--- src/sv/ale_pkg.sv ---
// Package for the array list engine: command, status and datapath op codes, payload types.
// No dependencies.
package ale_pkg;
  localparam int unsigned DefDepth = 64;

  // datapath op codes issued by the controller
  localparam logic [3:0] OpNone  = 4'd0;
  localparam logic [3:0] OpRdI   = 4'd1;  // read at i
  localparam logic [3:0] OpRdJ   = 4'd2;  // read at j, capture rd into a
  localparam logic [3:0] OpWrI   = 4'd3;  // write b at i
  localparam logic [3:0] OpWrJ   = 4'd4;  // write a at j, j++
  localparam logic [3:0] OpWrVal = 4'd5;  // write data_value at i
  localparam logic [3:0] OpSetI  = 4'd6;  // load i and j for a shift walk
  localparam logic [3:0] OpIncI  = 4'd7;  // i++, j++
  localparam logic [3:0] OpDecI  = 4'd8;  // i--, j--
  localparam logic [3:0] OpIncJ  = 4'd9;  // j++
  localparam logic [3:0] OpNextI = 4'd10; // i++, j <= i+2
  localparam logic [3:0] OpCnt0  = 4'd11;
  localparam logic [3:0] OpCntUp = 4'd12;
  localparam logic [3:0] OpCntDn = 4'd13;
  localparam logic [3:0] OpCapB  = 4'd14; // capture rd into b
  localparam logic [3:0] OpI0    = 4'd15; // i <= 0, j <= 1

  typedef enum logic [2:0] {
    CMD_CLEAR  = 3'd0,
    CMD_APPEND = 3'd1,
    CMD_INSERT = 3'd2,
    CMD_DELETE = 3'd3,
    CMD_SORT   = 3'd4,
    CMD_SEARCH = 3'd5,
    CMD_DUMP   = 3'd6,
    CMD_NOP    = 3'd7
  } cmd_e;

  typedef enum logic [1:0] {
    ST_OK       = 2'd0,
    ST_BADIDX   = 2'd1,
    ST_FULL     = 2'd2,
    ST_NOTFOUND = 2'd3
  } status_e;

  typedef struct packed {
    logic [2:0]         command;
    logic [6:0]         position;
    logic signed [31:0] data_value;
    logic               descending;
  } req_t;

  typedef struct packed {
    logic [1:0]         status;
    logic [5:0]         found_position;
    logic signed [31:0] element;
    logic               has_element;
    logic               last;
    logic [6:0]         length;
  } rsp_t;
endpackage

--- src/sv/ale_if.sv ---
// Valid/ready channel interface carrying one payload of type T.
// Depends on ale_pkg for payload types at instantiation.
interface ale_if #(
  parameter type T = logic
);
  logic valid;
  logic ready;
  T     payload;
  modport source (output valid, output payload, input ready);
  modport sink (input valid, input payload, output ready);
endinterface

--- src/sv/ale_ram.sv ---
// Generic single-port RAM with registered read.
// No dependencies.
module ale_ram #(
  parameter int unsigned Width = 32,
  parameter int unsigned Depth = 64,
  localparam int unsigned AddrW = (Depth > 1) ? $clog2(Depth) : 1
) (
  input  logic             clk_i,
  input  logic             we_i,
  input  logic [AddrW-1:0] addr_i,
  input  logic [Width-1:0] wdata_i,
  output logic [Width-1:0] rdata_o
);
  logic [Width-1:0] mem_q [Depth];

  always_ff @(posedge clk_i) begin
    if (we_i) begin
      mem_q[addr_i] <= wdata_i;
    end
    rdata_o <= mem_q[addr_i];
  end
endmodule

--- src/sv/ale_datapath.sv ---
// Datapath: element store, count, index and operand registers, compare and request register.
// Depends on ale_pkg and ale_ram.
module ale_datapath import ale_pkg::*; #(
  parameter int unsigned Depth = DefDepth,
  localparam int unsigned AddrW = (Depth > 1) ? $clog2(Depth) : 1
) (
  input  logic        clk_i,
  input  logic        rst_ni,
  input  logic        ld_req_i,
  input  req_t        req_i,
  input  logic [3:0]  op_i,
  output logic [6:0]  cnt_o,
  output logic [6:0]  i_o,
  output logic [6:0]  j_o,
  output logic        match_o,
  output logic        swap_o,
  output req_t        req_o,
  output logic [31:0] rd_o
);
  req_t        req_q;
  logic [6:0]  cnt_q, i_q, j_q;
  logic [31:0] a_q, b_q, rd;
  logic        we;
  logic [6:0]  addr;
  logic [31:0] wdata;

  always_comb begin
    we = 1'b0;
    addr = i_q;
    wdata = b_q;
    unique case (op_i)
      OpRdJ:   addr = j_q;
      OpWrI:   we = 1'b1;
      OpWrJ:   begin we = 1'b1; addr = j_q; wdata = a_q; end
      OpWrVal: begin we = 1'b1; wdata = req_q.data_value; end
      default: ;
    endcase
  end

  ale_ram #(.Width(32), .Depth(Depth)) u_ram (
    .clk_i, .we_i(we), .addr_i(addr[AddrW-1:0]), .wdata_i(wdata), .rdata_o(rd)
  );

  always_ff @(posedge clk_i or negedge rst_ni) begin
    if (!rst_ni) begin
      cnt_q <= '0;
    end else begin
      unique case (op_i)
        OpCnt0:  cnt_q <= '0;
        OpCntUp: cnt_q <= cnt_q + 7'd1;
        OpCntDn: cnt_q <= cnt_q - 7'd1;
        default: ;
      endcase
    end
  end

  always_ff @(posedge clk_i) begin
    if (ld_req_i) req_q <= req_i;
    unique case (op_i)
      // delete walks up from position, insert and append start at count
      OpSetI: begin
        if (req_q.command == CMD_DELETE) begin
          i_q <= req_q.position;
          j_q <= req_q.position + 7'd1;
        end else begin
          i_q <= cnt_q;
          j_q <= cnt_q - 7'd1;
        end
      end
      OpIncI: begin i_q <= i_q + 7'd1; j_q <= j_q + 7'd1; end
      OpDecI: begin i_q <= i_q - 7'd1; j_q <= j_q - 7'd1; end
      OpIncJ: j_q <= j_q + 7'd1;
      OpWrJ:  j_q <= j_q + 7'd1;
      OpNextI: begin i_q <= i_q + 7'd1; j_q <= i_q + 7'd2; end
      OpRdJ:  a_q <= rd;
      OpCapB: b_q <= rd;
      OpI0:   begin i_q <= '0; j_q <= 7'd1; end
      default: ;
    endcase
  end

  // a holds element i, b holds element j during sort compare
  assign match_o = (rd == req_q.data_value);
  assign swap_o  = req_q.descending ? ($signed(b_q) > $signed(a_q))
                                    : ($signed(a_q) > $signed(b_q));
  assign cnt_o = cnt_q;
  assign i_o   = i_q;
  assign j_o   = j_q;
  assign req_o = req_q;
  assign rd_o  = rd;
endmodule

--- src/sv/ale_ctrl.sv ---
// Controller state machine for the array list engine; issues datapath ops.
// Depends on ale_pkg.
module ale_ctrl import ale_pkg::*; #(
  parameter int unsigned Depth = DefDepth
) (
  input  logic        clk_i,
  input  logic        rst_ni,
  input  logic        in_valid_i,
  output logic        in_ready_o,
  output logic        out_valid_o,
  input  logic        out_ready_i,
  output rsp_t        rsp_o,
  output logic        ld_req_o,
  output logic [3:0]  op_o,
  input  logic [6:0]  cnt_i,
  input  logic [6:0]  i_i,
  input  logic [6:0]  j_i,
  input  logic        match_i,
  input  logic        swap_i,
  input  req_t        req_i,
  input  logic [31:0] rd_i
);
  localparam logic [6:0] DepthC = 7'(Depth);

  localparam logic [4:0] SIdle = 5'd0, SDec = 5'd1, SInsRd = 5'd2, SInsWr = 5'd3,
    SDelRd = 5'd4, SShCap = 5'd5, SShWr = 5'd6, SShMov = 5'd7, SSrRd = 5'd8,
    SSrCmp = 5'd9, SDmRd = 5'd10, SDmOut = 5'd11, SSoRdI = 5'd12, SSoRdJ = 5'd13,
    SSoCmp = 5'd14, SSoWr = 5'd15, SSoCap = 5'd16, SResp = 5'd17;

  logic [4:0] state_q, state_d;
  rsp_t       rsp_q, rsp_d;
  logic       ov_q, ov_d;
  logic       load;

  // hold off new commands until the previous result has left
  assign in_ready_o  = (state_q == SIdle) && !ov_q;
  assign out_valid_o = ov_q;
  assign rsp_o       = rsp_q;
  assign ld_req_o    = in_valid_i && in_ready_o;

  function automatic rsp_t mk(logic [1:0] st, logic [6:0] len);
    rsp_t r;
    r = '0;
    r.status = st;
    r.last = 1'b1;
    r.length = len;
    return r;
  endfunction

  always_comb begin
    state_d = state_q;
    rsp_d = rsp_q;
    ov_d = ov_q && !out_ready_i;
    op_o = OpNone;
    load = 1'b0;
    unique case (state_q)
      SIdle: if (ld_req_o) state_d = SDec;
      SDec: begin
        unique case (cmd_e'(req_i.command))
          CMD_CLEAR: begin op_o = OpCnt0; rsp_d = mk(ST_OK, 7'd0); load = 1'b1; end
          CMD_APPEND: begin
            if (cnt_i >= DepthC) begin
              rsp_d = mk(ST_FULL, cnt_i); load = 1'b1;
            end else begin
              op_o = OpSetI; state_d = SInsWr; // i <= count
            end
          end
          CMD_INSERT: begin
            if (req_i.position > cnt_i) begin rsp_d = mk(ST_BADIDX, cnt_i); load = 1'b1; end
            else if (cnt_i >= DepthC) begin rsp_d = mk(ST_FULL, cnt_i); load = 1'b1; end
            else begin op_o = OpSetI; state_d = SInsRd; end
          end
          CMD_DELETE: begin
            if (req_i.position >= cnt_i) begin rsp_d = mk(ST_BADIDX, cnt_i); load = 1'b1; end
            else begin op_o = OpSetI; state_d = SDelRd; end
          end
          CMD_SORT: begin op_o = OpI0; state_d = SSoRdI; end
          CMD_SEARCH: begin op_o = OpI0; state_d = SSrRd; end
          CMD_DUMP: begin op_o = OpI0; state_d = SDmRd; end
          default: begin rsp_d = mk(ST_OK, cnt_i); load = 1'b1; end
        endcase
      end
      // shift up: i walks from count down to position, j = i - 1
      SInsRd: begin
        if (i_i == req_i.position) state_d = SInsWr;
        else begin op_o = OpRdJ; state_d = SShCap; end
      end
      SInsWr: begin op_o = OpWrVal; state_d = SResp; end
      // shift down: i walks up from position, j = i + 1
      SDelRd: begin
        if (j_i >= cnt_i) begin op_o = OpCntDn; state_d = SResp; end
        else begin op_o = OpRdJ; state_d = SShCap; end
      end
      // shared shift step: capture element j, write it at i, advance
      SShCap: begin op_o = OpCapB; state_d = SShWr; end
      SShWr: begin op_o = OpWrI; state_d = SShMov; end
      SShMov: begin
        if (req_i.command == CMD_INSERT) begin op_o = OpDecI; state_d = SInsRd; end
        else begin op_o = OpIncI; state_d = SDelRd; end
      end
      SSrRd: begin
        if (i_i >= cnt_i) begin rsp_d = mk(ST_NOTFOUND, cnt_i); load = 1'b1; end
        else begin op_o = OpRdI; state_d = SSrCmp; end
      end
      SSrCmp: begin
        if (match_i) begin
          rsp_d = mk(ST_OK, cnt_i); rsp_d.found_position = i_i[5:0]; load = 1'b1;
        end else begin op_o = OpIncI; state_d = SSrRd; end
      end
      SDmRd: begin
        if (cnt_i == 7'd0) begin rsp_d = mk(ST_OK, cnt_i); load = 1'b1; end
        else if (!ov_q || out_ready_i) begin op_o = OpRdI; state_d = SDmOut; end
      end
      SDmOut: begin
        rsp_d = mk(ST_OK, cnt_i);
        rsp_d.element = rd_i;
        rsp_d.has_element = 1'b1;
        rsp_d.last = (i_i + 7'd1 == cnt_i);
        ov_d = 1'b1;
        op_o = OpIncI;
        state_d = rsp_d.last ? SIdle : SDmRd;
      end
      SSoRdI: begin
        if (i_i >= cnt_i) begin rsp_d = mk(ST_OK, cnt_i); load = 1'b1; end
        else if (j_i >= cnt_i) op_o = OpNextI;
        else begin op_o = OpRdI; state_d = SSoRdJ; end
      end
      // rd holds element i here; capture it into a and read element j
      SSoRdJ: begin op_o = OpRdJ; state_d = SSoCmp; end
      SSoCmp: begin op_o = OpCapB; state_d = SSoWr; end
      SSoWr: begin
        if (swap_i) begin op_o = OpWrI; state_d = SSoCap; end
        else begin op_o = OpIncJ; state_d = SSoRdI; end
      end
      SSoCap: begin op_o = OpWrJ; state_d = SSoRdI; end
      SResp: begin
        if (req_i.command == CMD_DELETE || req_i.command == CMD_SORT) begin
          rsp_d = mk(ST_OK, cnt_i); load = 1'b1;
        end else begin
          op_o = OpCntUp; rsp_d = mk(ST_OK, cnt_i + 7'd1); load = 1'b1;
        end
      end
      default: state_d = SIdle;
    endcase
    if (load) begin
      ov_d = 1'b1;
      state_d = SIdle;
    end
  end

  always_ff @(posedge clk_i or negedge rst_ni) begin
    if (!rst_ni) begin
      state_q <= SIdle;
      ov_q <= 1'b0;
    end else begin
      state_q <= state_d;
      ov_q <= ov_d;
    end
  end

  always_ff @(posedge clk_i) begin
    rsp_q <= rsp_d;
  end
endmodule

--- src/sv/array_list_engine.sv ---
// Array list engine: a packed list of signed 32-bit values with a count.
// Channel in_if carries a command with position, data_value and descending.
// Channel out_if carries results: status, found_position, element,
// has_element, last and length. Every command yields one result with last
// set, except dump, which yields one result per element (last on the final
// one) or a single empty result for an empty list.
// Commands are taken one at a time: in_if.ready is high only while idle with
// the result register empty, so the next command can be accepted in the cycle
// after the final result transaction. Clear, the unused code and errors
// respond straight from decode; the other commands walk the store through
// the single RAM port.
// Reset empties the list; store contents are undefined until written.
// A stalled receiver holds the result register; dump waits on it per element.
// Depends on ale_pkg, ale_if, ale_ram, ale_datapath and ale_ctrl.
module array_list_engine import ale_pkg::*; #(
  parameter int unsigned Depth = DefDepth
) (
  input logic clk_i,
  input logic rst_ni,
  ale_if.sink   in_if,
  ale_if.source out_if
);
  logic        ld_req, match, swap;
  logic [3:0]  op;
  logic [6:0]  cnt, i, j;
  logic [31:0] rd;
  req_t        req;

  ale_datapath #(.Depth(Depth)) u_dp (
    .clk_i, .rst_ni, .ld_req_i(ld_req), .req_i(in_if.payload), .op_i(op),
    .cnt_o(cnt), .i_o(i), .j_o(j), .match_o(match), .swap_o(swap),
    .req_o(req), .rd_o(rd)
  );

  ale_ctrl #(.Depth(Depth)) u_ctrl (
    .clk_i, .rst_ni, .in_valid_i(in_if.valid), .in_ready_o(in_if.ready),
    .out_valid_o(out_if.valid), .out_ready_i(out_if.ready),
    .rsp_o(out_if.payload), .ld_req_o(ld_req), .op_o(op), .cnt_i(cnt),
    .i_i(i), .j_i(j), .match_i(match), .swap_i(swap), .req_i(req), .rd_i(rd)
  );
endmodule

--- src/flat_wrapper.sv ---
// flat-port wrapper written by rule: the top's interface ports become plain ports
module array_list_engine_flat import ale_pkg::*;
#(
  parameter int unsigned Depth = DefDepth
)
  (clk_i, rst_ni, in_if_valid, in_if_payload, in_if_ready, out_if_valid, out_if_payload, out_if_ready);
  ale_if #(.T(req_t)) in_if_i ();
  ale_if #(.T(rsp_t)) out_if_i ();
  input logic clk_i;
  input logic rst_ni;
  input wire logic [$bits(in_if_i.valid)-1:0] in_if_valid;
  input wire logic [$bits(in_if_i.payload)-1:0] in_if_payload;
  output wire logic [$bits(in_if_i.ready)-1:0] in_if_ready;
  output wire logic [$bits(out_if_i.valid)-1:0] out_if_valid;
  output wire logic [$bits(out_if_i.payload)-1:0] out_if_payload;
  input wire logic [$bits(out_if_i.ready)-1:0] out_if_ready;
  assign in_if_i.valid = in_if_valid;
  assign in_if_i.payload = in_if_payload;
  assign in_if_ready = in_if_i.ready;
  assign out_if_valid = out_if_i.valid;
  assign out_if_payload = out_if_i.payload;
  assign out_if_i.ready = out_if_ready;
  array_list_engine #(.Depth(Depth)) u_core (.clk_i(clk_i), .rst_ni(rst_ni), .in_if(in_if_i), .out_if(out_if_i));
endmodule
--- config.mk ---
export PLATFORM = sky130hd
export DESIGN_NAME = array_list_engine_flat
export DESIGN_NICKNAME = d
export VERILOG_FILES = /design/src/sv/ale_pkg.sv /design/src/sv/ale_if.sv /design/src/sv/ale_ram.sv /design/src/sv/ale_datapath.sv /design/src/sv/ale_ctrl.sv /design/src/sv/array_list_engine.sv /design/src/flat_wrapper.sv
export SDC_FILE = /design/constraint.sdc
export NUM_CORES = 2
export LEC_CHECK = 0
export ABC_AREA = 1
export BUFFER_PORTS_ARGS = -buffer_cell sky130_fd_sc_hd__buf_2
export CORE_ASPECT_RATIO = 1.25
export CORE_MARGIN = 2
export CORE_UTILIZATION = 55
export CTS_BUF_LIST = sky130_fd_sc_hd__clkbuf_16
export DETAILED_ROUTE_END_ITERATION = 16
export PLACE_DENSITY = 0.69
export SETUP_SLACK_MARGIN = 0.1
export SYNTH_ARGS = -nofsm -noshare
export SYNTH_HDL_FRONTEND = slang
export SYNTH_HIERARCHICAL = 1
export SYNTH_SLANG_ARGS = --single-unit
--- constraint.sdc ---
create_clock -name clk_i -period 19.8 [get_ports clk_i]
set_clock_uncertainty 0.1 [all_clocks]
set_input_delay 0 -clock clk_i [delete_from_list [all_inputs] [get_ports clk_i]]
set_output_delay 0 -clock clk_i [all_outputs]
set_load 0.02 [all_outputs]
Word level (Yosys, flattened, before mapping)
Memory sizes are Yosys's and may differ from the RTL's. A register that Yosys moved wholly into a read port is not among the register bits.
Index checks and enable logic that the tools add are counted.
Word-level totals
  memories: 1
  output and inout bits: 51
  input bits: 47
  register bits after elaboration: 183
  memory bits (writable): 2048
  word-level logic and storage cells: 181
Memory list
  u_core.u_dp.u_ram.mem_q: depth 64, width 32, rd ports 1, clocked after Yosys merged registers in 1, write ports 1, RTL line ale_ram.sv:14  | logic [Width-1:0] mem_q [Depth];
Cells by class
  reductions and logical operators: 23
  $add $sub $neg: 8
  order comparisons: 7
  equality and inequality tests: 59
  multiplexer cells: 66
Operators by type and width (count)
  2-to-1 mux 49 bit: 7
  case mux 49 bit (7 select lines): 1
  case mux 49 bit (5 select lines): 1
  case mux 5 bit (18 select lines): 1
  2-to-1 mux 5 bit: 14
  greater-than comparator 32 bit: 2
  case mux 32 bit (2 select lines): 1
  case mux 4 bit (16 select lines): 1
  equality test 5 x 4 -> 1 bit (second input constant): 8
  case mux 7 bit (5 select lines): 1
  equality test 32 bit: 1
  equality test 4 bit (second input constant): 8
  2-to-1 mux 4 bit: 8
  case mux 5 bit (6 select lines): 1
  adder 7 x 1 -> 7 bit (second input constant): 4
  case mux 7 bit (4 select lines): 1
  greater-or-equal comparator 7 bit: 3
  2-to-1 mux 7 bit: 3
  inequality test 3 bit (second input constant): 7
  case mux 7 bit (3 select lines): 1
  subtractor 7 x 1 -> 7 bit (second input constant): 3
  equality test 5 x 3 -> 1 bit (second input constant): 4
  case mux 4 bit (5 select lines): 1
  equality test 4 x 3 -> 1 bit (second input constant): 4
  36 further kinds: 77

Longest topological paths before layout
  word-level depth: 10
  gate-level depth with buffers: 45
  gate-level depth less buffers: 40

Modules after synthesis
The synthesis kept the hierarchy.
By module, submodules not included
  ale_ram: seq. area each 62139.6 µm², cells an instance 8440, area an instance 86604.3 µm², instances 1
  ale_datapath: seq. area each 3808.7 µm², cells an instance 706, area an instance 7084.3 µm², instances 1
  ale_ctrl: seq. area each 1621.6 µm², cells an instance 595, area an instance 4216.5 µm², instances 1

Worst setup path before layout
OpenSTA, ideal clock, no wires.
  path kind: flip-flop to flip-flop
  from: register u_core.u_dp.cnt_q[6], in the netlist u_core/u_dp/cnt_o[6]
  to: memory u_core.u_dp.u_ram.mem_q[41][0] (enable)
  setup time: 0.502 ns
  buffers on the path: 6
  stages on the path, launching flop included: 22
  data arrival time: 8.743 ns
  clock period less this slack: 9.345 ns
  setup slack: 10.455 ns
  required time: 19.198 ns
  path through: dfrtp_1 -> clkbuf_1 -> inv_1 -> ha_1 -> a21oi_1 -> o21a_1 -> nand3_1 -> a21oi_1 -> nand4_1 -> inv_1 -> nand2_1 -> nor3_1 -> or2_1 -> buf_2 -> nor2_1 -> a21oi_1 -> buf_2 -> inv_2 -> buf_6 -> buf_4 -> buf_2 -> nor4_1
On the way
  elaborated cells between the ends (all ways): 26
  those cells by class: 5 x order compare; 4 x eq/ne; 14 x mux; 3 x reduce/logical
RTL lines
  from (decl): RTL line ale_datapath.sv:21  | logic [6:0] cnt_q, i_q, j_q;
  from (signal assigned): RTL line ale_datapath.sv:50  | OpCntUp: cnt_q <= cnt_q + 7'd1;
  from (signal assigned): RTL line ale_datapath.sv:51  | OpCntDn: cnt_q <= cnt_q - 7'd1;
  greater-than comparator 7 bit / greater-or-equal comparator 7 bit (equally long branches): RTL line ale_ctrl.sv:69, ale_ctrl.sv:91, ale_ctrl.sv:125
  2-to-1 mux 4 bit (on tied branches): RTL line ale_ctrl.sv:69, ale_ctrl.sv:125
  case mux 4 bit (5 select lines) / 2-to-1 mux 4 bit (equally long branches): RTL line ale_ctrl.sv:59, ale_ctrl.sv:124
  case mux 4 bit (16 select lines) *: RTL line ale_ctrl.sv:56  | unique case (state_q)
  named net u_core.op[0]: RTL line array_list_engine.sv:24  | logic [3:0] op;
  equality test 4 x 2 -> 1 bit / equality test 4 x 3 -> 1 bit (equally long branches): RTL line ale_datapath.sv:31  | unique case (op_i)
  OR reduction 2 bit (no line) *
  2-to-1 mux 6 bit *: RTL line ale_datapath.sv:31
  named net u_core.u_dp.addr[0]: RTL line ale_datapath.sv:24  | logic [6:0] addr;
  to (decl): RTL line ale_ram.sv:14
Mark *: on every way through the listed nets, which the timed path passes. The rest lies on a longest branch.

Worst setup path in the final report
  from: register u_core.u_dp.b_q[11]
  to: register u_core.u_dp.u_ram.rdata_o[12] (read register of u_core.u_dp.u_ram.mem_q)
On the way
  word-level cells in the longest chain between the ends: 7
  elaborated cells between the ends (all ways): 9
  those cells by class: 2 x order compare; 2 x eq/ne; 4 x mux; 1 x reduce/logical
Ends and longest elaborated chain
  from (decl): RTL line ale_datapath.sv:22  | logic [31:0] a_q, b_q, rd;
  from (signal assigned): RTL line ale_datapath.sv:76  | OpCapB: b_q <= rd;
  greater-than comparator 32 bit (on tied branches): RTL line ale_datapath.sv:85, ale_datapath.sv:84
  2-to-1 mux 1 bit *: RTL line ale_datapath.sv:84  | assign swap_o = req_q.descending ? ($signed(b_q) > $signed(a_q))
  named net u_core.swap: RTL line array_list_engine.sv:23  | logic ld_req, match, swap;
  2-to-1 mux 4 bit *: RTL line ale_ctrl.sv:132  | if (swap_i) begin op_o = OpWrI; state_d = SSoCap; end
  case mux 4 bit (16 select lines) *: RTL line ale_ctrl.sv:56
  named net u_core.op[3]: RTL line array_list_engine.sv:24
  equality test 4 x 2 -> 1 bit / equality test 4 x 3 -> 1 bit (equally long branches): RTL line ale_datapath.sv:31
  OR reduction 2 bit (no line) *
  2-to-1 mux 6 bit *: RTL line ale_datapath.sv:31
  named net u_core.u_dp.addr[0]: RTL line ale_datapath.sv:24
  to (decl): RTL line ale_ram.sv:12  | output logic [Width-1:0] rdata_o
Marked as above.
A chain may end at the register's enable or synchronous reset.

==> impl_metrics.ini <==
[status]
status = complete, no violations

[place]
gp_congestion = 0.939
pre_cts_slack_ns = 11.04
hpwl_mm = 159
numPortBuffers = 97

[cts]
cts_root_buffer = clkbuf_16
cts_max_path_buffers = 3
cts_buffers = 212
clk_pin_slew_ns = 0.06
htree_levels = 4
insertion_delay_ns = 0.88
clock-sinks = 2263
cts_tree = yes

[setup_path]
cp_data_required_time_ns = 20.50
critical_path_class = reg -> reg
slowest_stage = buf_4
endpoint_kind = flop
crit_fanout = 121
crit_top_cell = nand2_1
critPathLaunchType = flop
crit_arrival_ns = 9.69
crit_path_max_incr_delay_ns = 0.90

[logic_synthesis]
syn_area_sq_um = 97900
synthCells = 9741
synth_common_cells = nand2_1 (6122), edfxtp_1 (2218), nor2_1 (240)
synthFlopType = edfxtp_1
synth.most_common_cell = nand2_1
async_reset_ff_share_pct = 0.574
yosys.area.top_type = edfxtp_1
ys_seq_elements = 2263
ys_seq_area_share_pct = 69.0
synth-edff-count = 2218
yosysWarnings = 6
avgSynthCellArea_sq_um = 10.1
synth_top_area_share_pct = 68.0
synth_cell_types = 52
synthesis.nets = 9860
synthTopCellsByArea = edfxtp_1 (68%), nand2_1 (23%), buf_2 (1.0%)

[global_routing]
overflow = 0
antenna_found_initial = 12
grt_max_degree = 208
grt_pass1_wl_mm = 418
track_usage_pct = 30.8
grt_pass1_vias = 66600

[floorplanning]
die_h_um = 476
start_util_pct = 55.2
row_count = 173
dieArea_sq_um = 181000
core_sq_um = 177000
die_w_um = 381
ios = 98

[min_path]
hp-class = in -> reg

[sta]
maxSlewHeadroom_pct = 4.49
drv_slew = 0
tightest_slew_ns = 1.43
layout_setup_ws_ns = 10.82
finalHoldViolCount = 0
tns_ns = 0
fin_crit_sh_pct = 45.4
finalSetupViolCount = 0
period_minus_slack_ns = 8.98
holdWs_ns = 0.0685
clock.fmax_mhz = 111
rsz0062_at_grt = no

[final_layout]
syn2layout_area_growth_pct = 11.0
nNetsFinal = 9953
fin_util_pct = 61.3
n_fill_cell = 14000
drive_above_1_share_pct = 6.84

[drt]
via_per_inst = 5.63
wl_per_cell_um = 22.7
remaining_drc_errors = 0
drt_iter0_drc = 8299
via_count = 69700
drtPass1Iterations = 6
ant_nets = 0
finalWirelength_mm = 281

[job]
cap_violations = 0
[state kept, by name (all words and copies together) (netlist names)]
name,flops
u_core/u_dp/u_ram/mem_q,2048
u_core/u_ctrl/rsp_o,49
u_core/u_dp/req_o,43
u_core/u_dp/a_q,32
u_core/u_dp/b_q,32
u_core/u_dp/u_ram/rdata_o,32
u_core/u_dp/cnt_o,7
u_core/u_dp/i_o,7
u_core/u_dp/j_o,7
u_core/u_ctrl/state_q,5
u_core/u_ctrl/out_valid_o,1
[metal layers]
metal | global-route usage (%) | routed length (um) | share of wire, %
met1 | 40.0 | 106000 | 38
met2 | 51.1 | 135000 | 48
met3 | 4.63 | 26100 | 9.3
met4 | 14.6 | 14400 | 5.1
met5 | 0 | 46 | 0.016
[layout make-up]
| class | count | area, sq um | share of cell area [%] |
|---|---|---|---|
| tap | 2362 | 2960 | 2.72 |
| clock inverter | 172 | 1260 | 1.16 |
| clock buffer | 218 | 5460 | 5.02 |
| multi-input combinational | 6850 | 28200 | 26.0 |
| antenna | 3 | 7.51 | 0.00691 |
| inverter | 185 | 728 | 0.670 |
| sequential | 2263 | 67600 | 62.2 |
| timing repair buffer | 322 | 2490 | 2.29 |
[final timing paths]
path                                            endpoint                         start  slack (ns)  depth (start not counted)
min reg2reg                           u_core/u_dp/a_q[7]  u_core/u_dp/u_ram/rdata_o[7]        0.41                          0
max in group asynchronous           u_core/u_dp/cnt_o[4]                        rst_ni       18.93                          3
max reg2reg                u_core/u_dp/u_ram/rdata_o[12]           u_core/u_dp/b_q[11]       10.82                         37
min                            u_core/u_ctrl/out_valid_o                  out_if_ready        0.07                          6
max                        u_core/u_dp/u_ram/rdata_o[12]           u_core/u_dp/b_q[11]       10.82                         37
min in group asynchronous       u_core/u_ctrl/state_q[0]                        rst_ni        0.20                          3
[cells in the final DEF, fill, tap and decap left out, types with 22 or more instances in the layout]
cell / count
o211ai_1: 36
clkinv_1: 48
dfxtp_1: 32
dlygate4sd3_1: 90
edfxtp_1: 2218
o21ai_0: 42
nor2_4: 65
clkinv_2: 41
clkbuf_16: 218
ha_1: 70
buf_4: 128
a21oi_1: 46
inv_1: 206
buf_2: 97
nand2_1: 6122
nand3_1: 112
inv_2: 22
xor2_1: 28
nor2_1: 177
[cells by family (layout without fill, tap and decap cells)]
group | after synthesis | in the layout | synth area share (%)
other | 0 | 3 | 0
buffers and inverters | 628 | 897 | 2.93
adders and majority gates | 72 | 72 | 0.935
xor gates and xnor gates | 45 | 45 | 0.403
AOI/OAI and AO/OA | 159 | 159 | 1.01
DFF | 2263 | 2263 | 69.0
and+or+nand+nor | 6572 | 6572 | 25.7
muxes | 2 | 2 | 0.0307
[worst max-delay path: cells and delay by family (launching register included)]
kind / cells / cell delay, ns
buffers and inverters: 9 / 3.93
AND/OR/NAND/NOR: 24 / 3.25
flip-flops: 1 / 0.38
AO/OA/AOI/OAI: 3 / 0.64
adder cells (fa/ha/maj): 1 / 0.27
[per-stage QoR]
step	instances	cell area [sq um]
after floorplan	9741	97900
after global placement	11900	101000
after detailed placement	11900	101000
after CTS	12400	109000
after global routing	12400	109000
final	12400	109000
[timing repair]
item                      in CTS  in global routing
resized for setup              0                  0
hold buffers                  90                  0
setup buffers                  0                  0
hold endpoints to repair     107                  0
Power is left out: the tool's default activity adds up to more than one toggle a clock period on the data nets, which glitch-free logic cannot reach.
